**src/hdl/tlbpt_pkg.sv**
```systemverilog
// Shared types and fixed widths for the TLB page-table translator.
// No dependencies; imported by tlbpt_tlb, the top level, the checker and the testbench.
package tlbpt_pkg;

    // Fixed port widths
    localparam int ADDR_W = 16;
    localparam int FILL_W = 8;
    localparam int CNT_W  = 32;

    localparam logic [CNT_W-1:0] CNT_MAX = '1;

    // Controller states
    typedef enum logic [1:0] {
        S_CLEAR,
        S_IDLE,
        S_LOOK
    } t_state;

endpackage : tlbpt_pkg

```
**src/hdl/tlbpt_ram.sv**
```systemverilog
// Generic simple dual-port RAM: one write port, one read port, registered read.
// No dependencies.
module tlbpt_ram #(
    parameter int WIDTH = 9,
    parameter int DEPTH = 256
) (
    input  logic                     i_clk,
    input  logic                     i_we,
    input  logic [$clog2(DEPTH)-1:0] i_waddr,
    input  logic [WIDTH-1:0]         i_wdata,
    input  logic [$clog2(DEPTH)-1:0] i_raddr,
    output logic [WIDTH-1:0]         o_rdata
);

    logic [WIDTH-1:0] r_mem [DEPTH];
    logic [WIDTH-1:0] r_rdata;

    always_ff @(posedge i_clk) begin
        if (i_we) begin
            r_mem[i_waddr] <= i_wdata;
        end
        r_rdata <= r_mem[i_raddr];
    end

    assign o_rdata = r_rdata;

endmodule : tlbpt_ram

```
**src/hdl/tlbpt_tlb.sv**
```systemverilog
// Fully associative TLB with true LRU ages held in flops, one lane per entry.
// Depends on tlbpt_pkg (imported for house consistency).
module tlbpt_tlb #(
    parameter int ENTRIES = 16,
    parameter int PAGE_W  = 8
) (
    input  logic              i_clk,
    input  logic              i_rst_n,
    input  logic [PAGE_W-1:0] i_page,
    input  logic              i_commit,
    input  logic [PAGE_W-1:0] i_fill_frame,
    output logic              o_hit,
    output logic [PAGE_W-1:0] o_frame
);
    import tlbpt_pkg::*;

    localparam int AGE_W = (ENTRIES > 1) ? $clog2(ENTRIES) : 1;
    localparam logic [AGE_W-1:0] AGE_OLDEST = AGE_W'(ENTRIES - 1);

    logic [ENTRIES-1:0]             r_valid;
    logic [ENTRIES-1:0][PAGE_W-1:0] r_page;
    logic [ENTRIES-1:0][PAGE_W-1:0] r_frame;
    logic [ENTRIES-1:0][AGE_W-1:0]  r_age;

    logic [ENTRIES-1:0] w_match;
    logic [ENTRIES-1:0] w_free_sel;
    logic [ENTRIES-1:0] w_oldest_sel;
    logic [ENTRIES-1:0] w_sel;
    logic               w_found;
    logic               w_any_free;
    logic [AGE_W-1:0]   w_hit_age;
    logic [AGE_W-1:0]   w_old_age;
    logic               w_age_all;

    // Lookup: pages are unique in the TLB, so an OR of matching lanes is enough
    always_comb begin
        o_frame   = '0;
        w_hit_age = '0;
        for (int i = 0; i < ENTRIES; i++) begin
            w_match[i] = r_valid[i] && (r_page[i] == i_page);
            if (w_match[i]) begin
                o_frame   = o_frame | r_frame[i];
                w_hit_age = w_hit_age | r_age[i];
            end
        end
        o_hit = |w_match;
    end

    // Victim: lowest free lane, else the lane holding the oldest age.
    // Valid ages always form 0..k-1, so a full TLB has exactly one oldest lane.
    always_comb begin
        w_free_sel = '0;
        w_found    = 1'b0;
        for (int i = 0; i < ENTRIES; i++) begin
            w_oldest_sel[i] = r_age[i] == AGE_OLDEST;
            if (!r_valid[i] && !w_found) begin
                w_free_sel[i] = 1'b1;
                w_found       = 1'b1;
            end
        end
        w_any_free = w_found;
    end

    // Touched lane and the age threshold below which other lanes get older
    always_comb begin
        if (o_hit) begin
            w_sel     = w_match;
            w_old_age = w_hit_age;
            w_age_all = 1'b0;
        end else if (w_any_free) begin
            w_sel     = w_free_sel;
            w_old_age = AGE_OLDEST;
            w_age_all = 1'b1;
        end else begin
            w_sel     = w_oldest_sel;
            w_old_age = AGE_OLDEST;
            w_age_all = 1'b0;
        end
    end

    // Entry update on commit: refresh on hit, refill on miss
    always_ff @(posedge i_clk) begin
        if (!i_rst_n) begin
            r_valid <= '0;
        end else if (i_commit) begin
            for (int i = 0; i < ENTRIES; i++) begin
                if (w_sel[i]) begin
                    r_valid[i] <= 1'b1;
                    r_age[i]   <= '0;
                    if (!o_hit) begin
                        r_page[i]  <= i_page;
                        r_frame[i] <= i_fill_frame;
                    end
                end else if (r_valid[i] && (w_age_all || (r_age[i] < w_old_age))) begin
                    r_age[i] <= r_age[i] + AGE_W'(1);
                end
            end
        end
    end

endmodule : tlbpt_tlb

```
**src/hdl/tlb_page_table_translator_top.sv**
```systemverilog
// Top level of the TLB page-table translator: controller, page table RAM, TLB.
// Depends on tlbpt_pkg, tlbpt_ram and tlbpt_tlb.

// One logical address is taken per start while busy is low; its result is
// registered at the end of the lookup state and shown for exactly one cycle,
// marked by o_done, and the receiver cannot stall it. The idle state issues
// the registered page-table RAM read; the lookup state searches the TLB,
// resolves the frame and writes the page-table entry and TLB lane back; busy
// is high in the lookup state and low again as o_done rises, so a new word may
// be started in the same cycle the result is shown. After reset the block
// sweeps the page table clear with busy high before the first word is taken.
// PAGE_COUNT and PAGE_BYTES must be powers of two. o_hit_total and
// o_fault_total are saturating and already include the word shown with o_done.
module tlb_page_table_translator_top #(
    parameter int TLB_ENTRIES = 16,
    parameter int PAGE_COUNT  = 256,
    parameter int PAGE_BYTES  = 256
) (
    input  logic                        i_clk,
    input  logic                        i_rst_n,
    input  logic                        start,
    output logic                        busy,
    input  logic [tlbpt_pkg::ADDR_W-1:0] i_logical_address,
    output logic                        o_done,
    output logic [tlbpt_pkg::ADDR_W-1:0] o_physical_address,
    output logic                        o_tlb_hit,
    output logic                        o_page_fault,
    output logic [tlbpt_pkg::FILL_W-1:0] o_fill_page,
    output logic [tlbpt_pkg::FILL_W-1:0] o_fill_frame,
    output logic [tlbpt_pkg::CNT_W-1:0]  o_hit_total,
    output logic [tlbpt_pkg::CNT_W-1:0]  o_fault_total
);
    import tlbpt_pkg::*;

    localparam int PAGE_W = $clog2(PAGE_COUNT);
    localparam int OFFS_W = $clog2(PAGE_BYTES);
    localparam int ENT_W  = PAGE_W + 1;
    localparam logic [PAGE_W-1:0] LAST_PAGE = PAGE_W'(PAGE_COUNT - 1);

    // Registers
    t_state             r_state,      n_state;
    logic [PAGE_W-1:0]  r_clr_idx,    n_clr_idx;
    logic [PAGE_W-1:0]  r_page,       n_page;
    logic [OFFS_W-1:0]  r_offset,     n_offset;
    logic [PAGE_W-1:0]  r_next_free,  n_next_free;
    logic [CNT_W-1:0]   r_hit_cnt,    n_hit_cnt;
    logic [CNT_W-1:0]   r_fault_cnt,  n_fault_cnt;
    logic               r_done,       n_done;
    logic [ADDR_W-1:0]  r_phys,       n_phys;
    logic               r_hit,        n_hit;
    logic               r_fault,      n_fault;
    logic [FILL_W-1:0]  r_fill_page,  n_fill_page;
    logic [FILL_W-1:0]  r_fill_frame, n_fill_frame;

    // Address split and datapath wires
    logic [ADDR_W+PAGE_W-1:0]        w_addr_ext;
    logic [PAGE_W-1:0]               w_in_page;
    logic [ENT_W-1:0]                w_ram_rdata;
    logic                            w_ram_we;
    logic [PAGE_W-1:0]               w_ram_waddr;
    logic [ENT_W-1:0]                w_ram_wdata;
    logic                            w_tlb_hit;
    logic [PAGE_W-1:0]               w_tlb_frame;
    logic                            w_tlb_commit;
    logic                            w_fault;
    logic [PAGE_W-1:0]               w_miss_frame;
    logic [PAGE_W-1:0]               w_frame;
    logic [ADDR_W+PAGE_W+OFFS_W-1:0] w_phys_ext;
    logic [PAGE_W+FILL_W-1:0]        w_page_ext;
    logic [PAGE_W+FILL_W-1:0]        w_frame_ext;

    assign w_addr_ext = {{PAGE_W{1'b0}}, i_logical_address};
    assign w_in_page  = w_addr_ext[OFFS_W +: PAGE_W];

    // Page table: {valid, frame} per page
    tlbpt_ram #(
        .WIDTH (ENT_W),
        .DEPTH (PAGE_COUNT)
    ) u_table (
        .i_clk   (i_clk),
        .i_we    (w_ram_we),
        .i_waddr (w_ram_waddr),
        .i_wdata (w_ram_wdata),
        .i_raddr (w_in_page),
        .o_rdata (w_ram_rdata)
    );

    tlbpt_tlb #(
        .ENTRIES (TLB_ENTRIES),
        .PAGE_W  (PAGE_W)
    ) u_tlb (
        .i_clk        (i_clk),
        .i_rst_n      (i_rst_n),
        .i_page       (r_page),
        .i_commit     (w_tlb_commit),
        .i_fill_frame (w_miss_frame),
        .o_hit        (w_tlb_hit),
        .o_frame      (w_tlb_frame)
    );

    // Frame resolution for the word in the lookup cycle
    assign w_fault      = !w_tlb_hit && !w_ram_rdata[PAGE_W];
    assign w_miss_frame = w_ram_rdata[PAGE_W] ? w_ram_rdata[PAGE_W-1:0] : r_next_free;
    assign w_frame      = w_tlb_hit ? w_tlb_frame : w_miss_frame;
    assign w_phys_ext   = {{ADDR_W{1'b0}}, w_frame, r_offset};
    assign w_page_ext   = {{FILL_W{1'b0}}, r_page};
    assign w_frame_ext  = {{FILL_W{1'b0}}, r_next_free};

    // Next state and outputs
    always_comb begin
        n_state      = r_state;
        n_clr_idx    = r_clr_idx;
        n_page       = r_page;
        n_offset     = r_offset;
        n_next_free  = r_next_free;
        n_hit_cnt    = r_hit_cnt;
        n_fault_cnt  = r_fault_cnt;
        n_done       = 1'b0;
        n_phys       = r_phys;
        n_hit        = r_hit;
        n_fault      = r_fault;
        n_fill_page  = r_fill_page;
        n_fill_frame = r_fill_frame;
        w_ram_we     = 1'b0;
        w_ram_waddr  = r_page;
        w_ram_wdata  = {1'b1, r_next_free};
        w_tlb_commit = 1'b0;
        busy         = 1'b1;

        case (r_state)
            S_CLEAR: begin
                w_ram_we    = 1'b1;
                w_ram_waddr = r_clr_idx;
                w_ram_wdata = '0;
                n_clr_idx   = r_clr_idx + PAGE_W'(1);
                if (r_clr_idx == LAST_PAGE) begin
                    n_state = S_IDLE;
                end
            end
            S_IDLE: begin
                busy     = 1'b0;
                n_page   = w_in_page;
                n_offset = i_logical_address[OFFS_W-1:0];
                if (start) begin
                    n_state = S_LOOK;
                end
            end
            S_LOOK: begin
                w_tlb_commit = 1'b1;
                w_ram_we     = w_fault;
                n_done       = 1'b1;
                n_hit        = w_tlb_hit;
                n_fault      = w_fault;
                n_phys       = w_phys_ext[ADDR_W-1:0];
                n_fill_page  = w_fault ? w_page_ext[FILL_W-1:0] : '0;
                n_fill_frame = w_fault ? w_frame_ext[FILL_W-1:0] : '0;
                if (w_tlb_hit && (r_hit_cnt != CNT_MAX)) begin
                    n_hit_cnt = r_hit_cnt + CNT_W'(1);
                end
                if (w_fault) begin
                    n_next_free = r_next_free + PAGE_W'(1);
                    if (r_fault_cnt != CNT_MAX) begin
                        n_fault_cnt = r_fault_cnt + CNT_W'(1);
                    end
                end
                n_state = S_IDLE;
            end
            default: begin
                n_state = S_CLEAR;
            end
        endcase
    end

    // Control registers
    always_ff @(posedge i_clk) begin
        if (!i_rst_n) begin
            r_state     <= S_CLEAR;
            r_clr_idx   <= '0;
            r_next_free <= '0;
            r_hit_cnt   <= '0;
            r_fault_cnt <= '0;
            r_done      <= 1'b0;
        end else begin
            r_state     <= n_state;
            r_clr_idx   <= n_clr_idx;
            r_next_free <= n_next_free;
            r_hit_cnt   <= n_hit_cnt;
            r_fault_cnt <= n_fault_cnt;
            r_done      <= n_done;
        end
    end

    // Payload registers
    always_ff @(posedge i_clk) begin
        r_page       <= n_page;
        r_offset     <= n_offset;
        r_phys       <= n_phys;
        r_hit        <= n_hit;
        r_fault      <= n_fault;
        r_fill_page  <= n_fill_page;
        r_fill_frame <= n_fill_frame;
    end

    assign o_done             = r_done;
    assign o_physical_address = r_phys;
    assign o_tlb_hit          = r_hit;
    assign o_page_fault       = r_fault;
    assign o_fill_page        = r_fill_page;
    assign o_fill_frame       = r_fill_frame;
    assign o_hit_total        = r_hit_cnt;
    assign o_fault_total      = r_fault_cnt;

endmodule : tlb_page_table_translator_top

```
**config.mk**
```make
export PLATFORM = sky130hd
export DESIGN_NAME = tlb_page_table_translator_top
export DESIGN_NICKNAME = d
export VERILOG_FILES = /design/src/hdl/tlbpt_pkg.sv /design/src/hdl/tlbpt_ram.sv /design/src/hdl/tlbpt_tlb.sv /design/src/hdl/tlb_page_table_translator_top.sv
export SDC_FILE = /design/constraint.sdc
export NUM_CORES = 2
export LEC_CHECK = 0
export BUFFER_PORTS_ARGS = -buffer_cell sky130_fd_sc_hd__buf_4
export CAP_MARGIN = 30
export CORE_ASPECT_RATIO = 1.5
export CORE_MARGIN = 10
export CORE_UTILIZATION = 45
export DETAILED_ROUTE_END_ITERATION = 10
export GPL_TIMING_DRIVEN = 1
export PLACE_DENSITY_LB_ADDON = 0.25
export SYNTH_ARGS = -nofsm -noshare
export SYNTH_HDL_FRONTEND = slang
export SYNTH_HIERARCHICAL = 1
export SYNTH_SLANG_ARGS = --single-unit
```
**constraint.sdc**
```tcl
create_clock -name i_clk -period 21.8 [get_ports i_clk]
set_clock_uncertainty 0.05 [all_clocks]
set_input_delay 5.45 -clock i_clk [delete_from_list [all_inputs] [get_ports i_clk]]
set_output_delay 5.45 -clock i_clk [all_outputs]
set_load 0.005 [all_outputs]
```
# Word level (Yosys, flattened, before mapping)
# Memories as Yosys holds them, arrays and structs flattened. A register that Yosys moved wholly into a read port is not among the register bits.
# Cells that the tools add are included.
# word_totals
in_bits	19
output_inout_bits	100
register_bits	469
ram_bits	2304
n_memories	1
# memory_table
name	words	word_bits	rd	rd_clocked_by_memory_dff	wr	line_no	text
u_table.r_mem	256	9	1	1	1	tlbpt_ram.sv:15	logic [WIDTH-1:0] r_mem [DEPTH];
# op_classes
bitwise_logic	31
n_reduce_logical	166
eq_ne	39
addsub	20
muxes	96
magnitude_cmp	16
# ops
operator	n
two-way mux 8 bit	19
two-way mux 4 bit	33
equality test 8 bit	16
bitwise OR 8 bit	15
adder 32 x 1 -> 32 bit, second input constant	2
adder 4 x 1 -> 4 bit, second input constant	16
equality test 4 bit, second input constant	16
less-than comparator 4 bit	16
inequality test 32 bit, second input constant	2
AND reduction 4 bit	16
bitwise OR 4 bit	15
AND reduction 3 bit	17
logical AND 1 bit	49
AND reduction 2 bit	19
two-way mux 1 bit	37
two-way mux 16 bit	2
nonzero test 2 bit	16
zero test 1 bit	31
adder 8 x 1 -> 8 bit, second input constant	2
logical OR 1 bit	16
OR reduction 16 bit	1
two-way mux 9 bit	1
equality test 8 bit, second input constant	1
one-hot mux 2 bit (3 select lines)	1
other kinds (7)	9

# Longest topological paths before layout
# logic_depth
word_depth	51
depth_mapped	17
depth_no_buf	12

# By module
# The synthesis kept the hierarchy.
# modules_own_cells
module	cells_each	instances	seq_area_each_um2	area_per_inst_um2
tlbpt_ram	4237	1	69366.5	89278.1
tlbpt_tlb	1176	1	9929.5	15860.2
tlb_page_table_translator_top	600	1	3163.0	6087.1

# Least setup slack after synthesis
# No wires, ideal clock.
# synth_path
kind	reg2reg
start	register r_state[0]
end	memory u_table.r_mem[0][7] (data pin)
t_arrival_ns	7.044
setup_ns	1.452
path_stages_with_launch	5
period_less_slack_ns	8.546
t_required_ns	20.298
path_slack_ns	13.254
path_cell_list	dfxtp_1 clkbuf_1 nor2_1 clkbuf_1 nor2b_1
# synth_between
elab_chain_cells	2
# synth_lines
element	line_no	text
start, declared	tlb_page_table_translator_top.sv:41	t_state r_state, n_state;
start signal, assigned	tlb_page_table_translator_top.sv:184	r_state <= n_state;
zero test 2 bit	tlb_page_table_translator_top.sv:130	case (r_state)
two-way mux 9 bit	tlb_page_table_translator_top.sv:130	
net w_ram_wdata[7]	tlb_page_table_translator_top.sv:61	logic [ENT_W-1:0] w_ram_wdata;
end, declared	tlbpt_ram.sv:15	
# The timed path passes the listed nets, and every way through them passes these cells.

==> metrics.md <==
| Metric | Value |
|---|---|
| Pwr Total | `~11000 uW` |
| Ys flop type | `edfxtp_1` |
| Final instance area | `125000 sq um` |
| Top cells by area, synth | `edfxtp_1, mux4_2, dfxtp_1` |
| Startpoint Class | `primary input` |
| Initial Util | `between 40 and 50%` |
| Cell variety after synth | `94` |
| Req. time, crit path | `22550 ps` |
| Setup violations, final | `0` |
| GRT overflow | `0` |
| Peak supply drop | `around 0.067 mV` |
| #FFs+latches synth | `approximately 2800` |
| Layout cells sized above 1 | `approximately a fifth` |
| Worst R2R Start | `r_page[3]$_DFFE_PN_` |
| DP Wirelength | `~190 mm` |
| Insertion delay to the later sink of the worst-skew pair | `~910 ps` |
| Row count | `between 200 and 250` |
| Vias in the first global route | `slightly below 60000` |
| Most common cell after layout, fill and taps aside | `edfxtp_1` |
| Final WL | `around 300 mm` |
| Gr usage total | `~22%` |
| Post-synthesis sequential area ratio | `roughly 74%` |
| Nets | `6361` |
| Hold WS | `~370 ps` |
| Wirelength per Cell | `roughly 30 microns` |
| Leading area contributor after synthesis | `edfxtp_1` |
| Status | `completed` |
| Synthesized cell area | `111000 sq um` |
| Boundary Pins | `around 120` |
| # DRC | `0` |
| RSZ-0062 raised after global routing | `false` |
| Max clock buf depth | `4` |
| H-tree lvl count | `4` |
| Hold crit path type | `reg2reg` |
| Critical path class | `in2reg` |
| Root buffer cell | `clkbuf_16` |
| CTS Hold Buffers Added | `0` |
| Crit Path Max Fanout | `between 60 and 70` |
| Cell internal pwr | `approximately 8400 uW` |
| Worst r2r path cells | `14` |
| CTS tree | `built` |
| Leak pwr | `between 0.03 and 0.04 uW` |
| Vias | `59200` |
| First-pass iteration count of the detailed router | `6` |
| Worst hold start | `r_offset[0]$_DFFE_PN_` |
| Antenna Violating Nets Remaining | `0` |
| Input/output buffers | `~120` |
| Post-synthesis cell count | `6013` |
| Worst Tran Pin Value | `about 1300 ps` |
| Post-CTS Resized | `0` |
| First-pass GRT wire length | `between 400 and 500 mm` |
| Setup total negative slack | `0 ps` |
| Post CTS Setup Buffer Count | `0` |
| Placed cell area | `around 120000 sq um` |
| Worst EP arrival | `around 10000 ps` |
| Power per Cell Area | `around 85 nW/um^2` |
| Sw frac | `approximately a fifth` |
| Net Count, Synth | `around 6100` |
| Max Slew Vio Count | `0` |
| Chip width | `between 400 and 500 microns` |
| Combinational share of power | `under 10%` |
| Worst reg2reg setup slack | `about 15000 ps` |
| Syn Area/Cell | `about 18 sq um` |
| Reg clk slew, reported paths | `around 70 ps` |
| Pin count of the biggest net entering global routing | `roughly 260` |
| Max cap viols | `0` |
| RR Endpoint | `u_table/r_mem[40][7]$_DFFE_PP_` |
| Clk sink count | `2782` |
| Die ar. | `roughly 270000 sq um` |
| Clock power share | `a little over two fifths` |
| Antenna violations before repair | `5` |
| Seq pwr share | `54.8%` |
| Inserted Clock Buffers | `249` |
| Die Ht | `629 microns` |
| Crit path time final | `roughly 9600 ps` |
| EDFF count, synth | `2674` |
| Yosys warning total | `6` |
| Final hold violation count | `0` |
| Iter 0 DRT Violations | `between 6000 and 7000` |
| Cells on Worst Hold Path | `0` |
| Top-area cell type share of the netlist area | `between 70 and 80%` |
| RD Place Congestion | `about 0.87` |
| Hold EP | `o_physical_address[0]$_DFFE_PP_` |
| Period Utilization, post-route | `44.0%` |
| Critical path endpoint category | `flop` |
| P_sw | `between 2000 and 2500 uW` |
| Max Freq | `about 0.10 GHz` |
| Via-per-instance ratio | `6.07` |
| Async set-reset flop share out of synthesis | `0%` |
| Layout area overhead | `12.2%` |
| Core footprint | `about 250000 sq um` |
| Most frequent cells in the layout | `edfxtp_1, mux4_2, nor2_1` |
| Worst slew margin | `about 12%` |
## flip-flops by register name, summed over array words and instances (netlist names), 9 cells and up
name,count
u_table/o_rdata,9
u_tlb/r_age,64
o_physical_address,16
o_hit_total,32
u_tlb/r_frame,128
u_table/r_mem,2304
o_fault_total,32
u_tlb/r_page,128
u_tlb/r_valid,16
## layer usage
layer | wire length [microns] | vias up | GRT usage [%]
met5 | 76 | - | 0
met4 | 15100 | 7 | 9.47
met3 | 19000 | 614 | 3.24
met2 | 155000 | 2333 | 38.3
met1 | 109000 | 31200 | 26.3
li1 | - | 25100 | -
## area by class of cell
type	count	area [sq um]
diodes	4	10.0
clock buffers	290	6410
clock inverters	161	1650
fillers	19800	121000
inverters	32	128
multi-input cells	2857	26800
flip-flops and latches	2782	82500
well taps	3262	4080
repair buffers	368	3210
## power groups by stage
stage / clock network, uW / registers (uW) / logic (uW)
floorplan: 0 / 5900 / 228
global placement: 0 / 5910 / 356
detailed placement: 0 / 5910 / 359
CTS: 4490 / 5800 / 360
global route: 4690 / 5800 / 374
finish: 4410 / 5800 / 360
## kinds of logic (layout without fill, tap and decap cells)
group,count (synthesis),in the layout,synth area share [%]
multiplexers,703,703,11.8
adder cells (fa/ha/maj),54,54,0.605
XOR/XNOR,175,175,1.38
other,0,4,0
buffers and inverters,374,851,1.95
AO/OA/AOI/OAI,822,822,5.00
AND/OR/NAND/NOR,1103,1103,5.16
flip-flops,2782,2782,74.1
## how the worst max path moves through the flow
stage	endpoint	cells after the start	start	slack [ps]
finish	u_table/o_rdata[3]$_DFF_P_	12	i_logical_address[8]	12210
floorplan	u_table/r_mem[0][7]$_DFFE_PP_	4	r_state[0]$_SDFFE_PN0P_	13250
global route	u_table/o_rdata[3]$_DFF_P_	12	i_logical_address[8]	11710
CTS	u_table/o_rdata[6]$_DFF_P_	11	i_logical_address[8]	11420
detailed placement	u_table/o_rdata[6]$_DFF_P_	11	i_logical_address[8]	10430
global placement	u_table/o_rdata[6]$_DFF_P_	11	i_logical_address[8]	10500
## cell usage after synthesis (all sizes together), types with 9 or more instances
library cell / count
nand2: 103
o21ai: 99
nor2: 424
clkbuf: 170
and3: 38
o221ai: 43
mux4: 476
o21a: 11
ha: 52
a221oi: 38
nor4: 55
and4: 10
xor2: 129
o22ai: 69
o21bai: 9
and2: 36
a211oi: 26
mux2i: 182
a22o: 38
nor3: 56
o31a: 9
a22oi: 214
nand3b: 12
a21oi: 190
a31oi: 13
mux2: 45
nor2b: 69
dfxtp: 108
xnor2: 46
edfxtp: 2674
inv: 31
or2: 20
or3: 31
or4: 23
o31ai: 22
nand3: 89
nand4: 81
buf: 172
nand2b: 25
## through the flow
step	util (%)	cells	worst slack, ps
detailed placement	47.3	9287	10430
CTS	50.6	9738	11420
finish	50.7	9756	12210
floorplan	-	6013	13250
global placement	47.0	9218	10500
global route	50.7	9754	11710
## critical path, cell delays in order
cell      delay [ps]
buf_8            520
buf_12           510
buf_4            660
buf_4            280
buf_16           270
buf_4            650
mux4_2           590
a22oi_1          230
o31a_1           190
o21ai_0          110
a211oi_1         560
nor4_1            90
(Power assumes the default switching activity.)
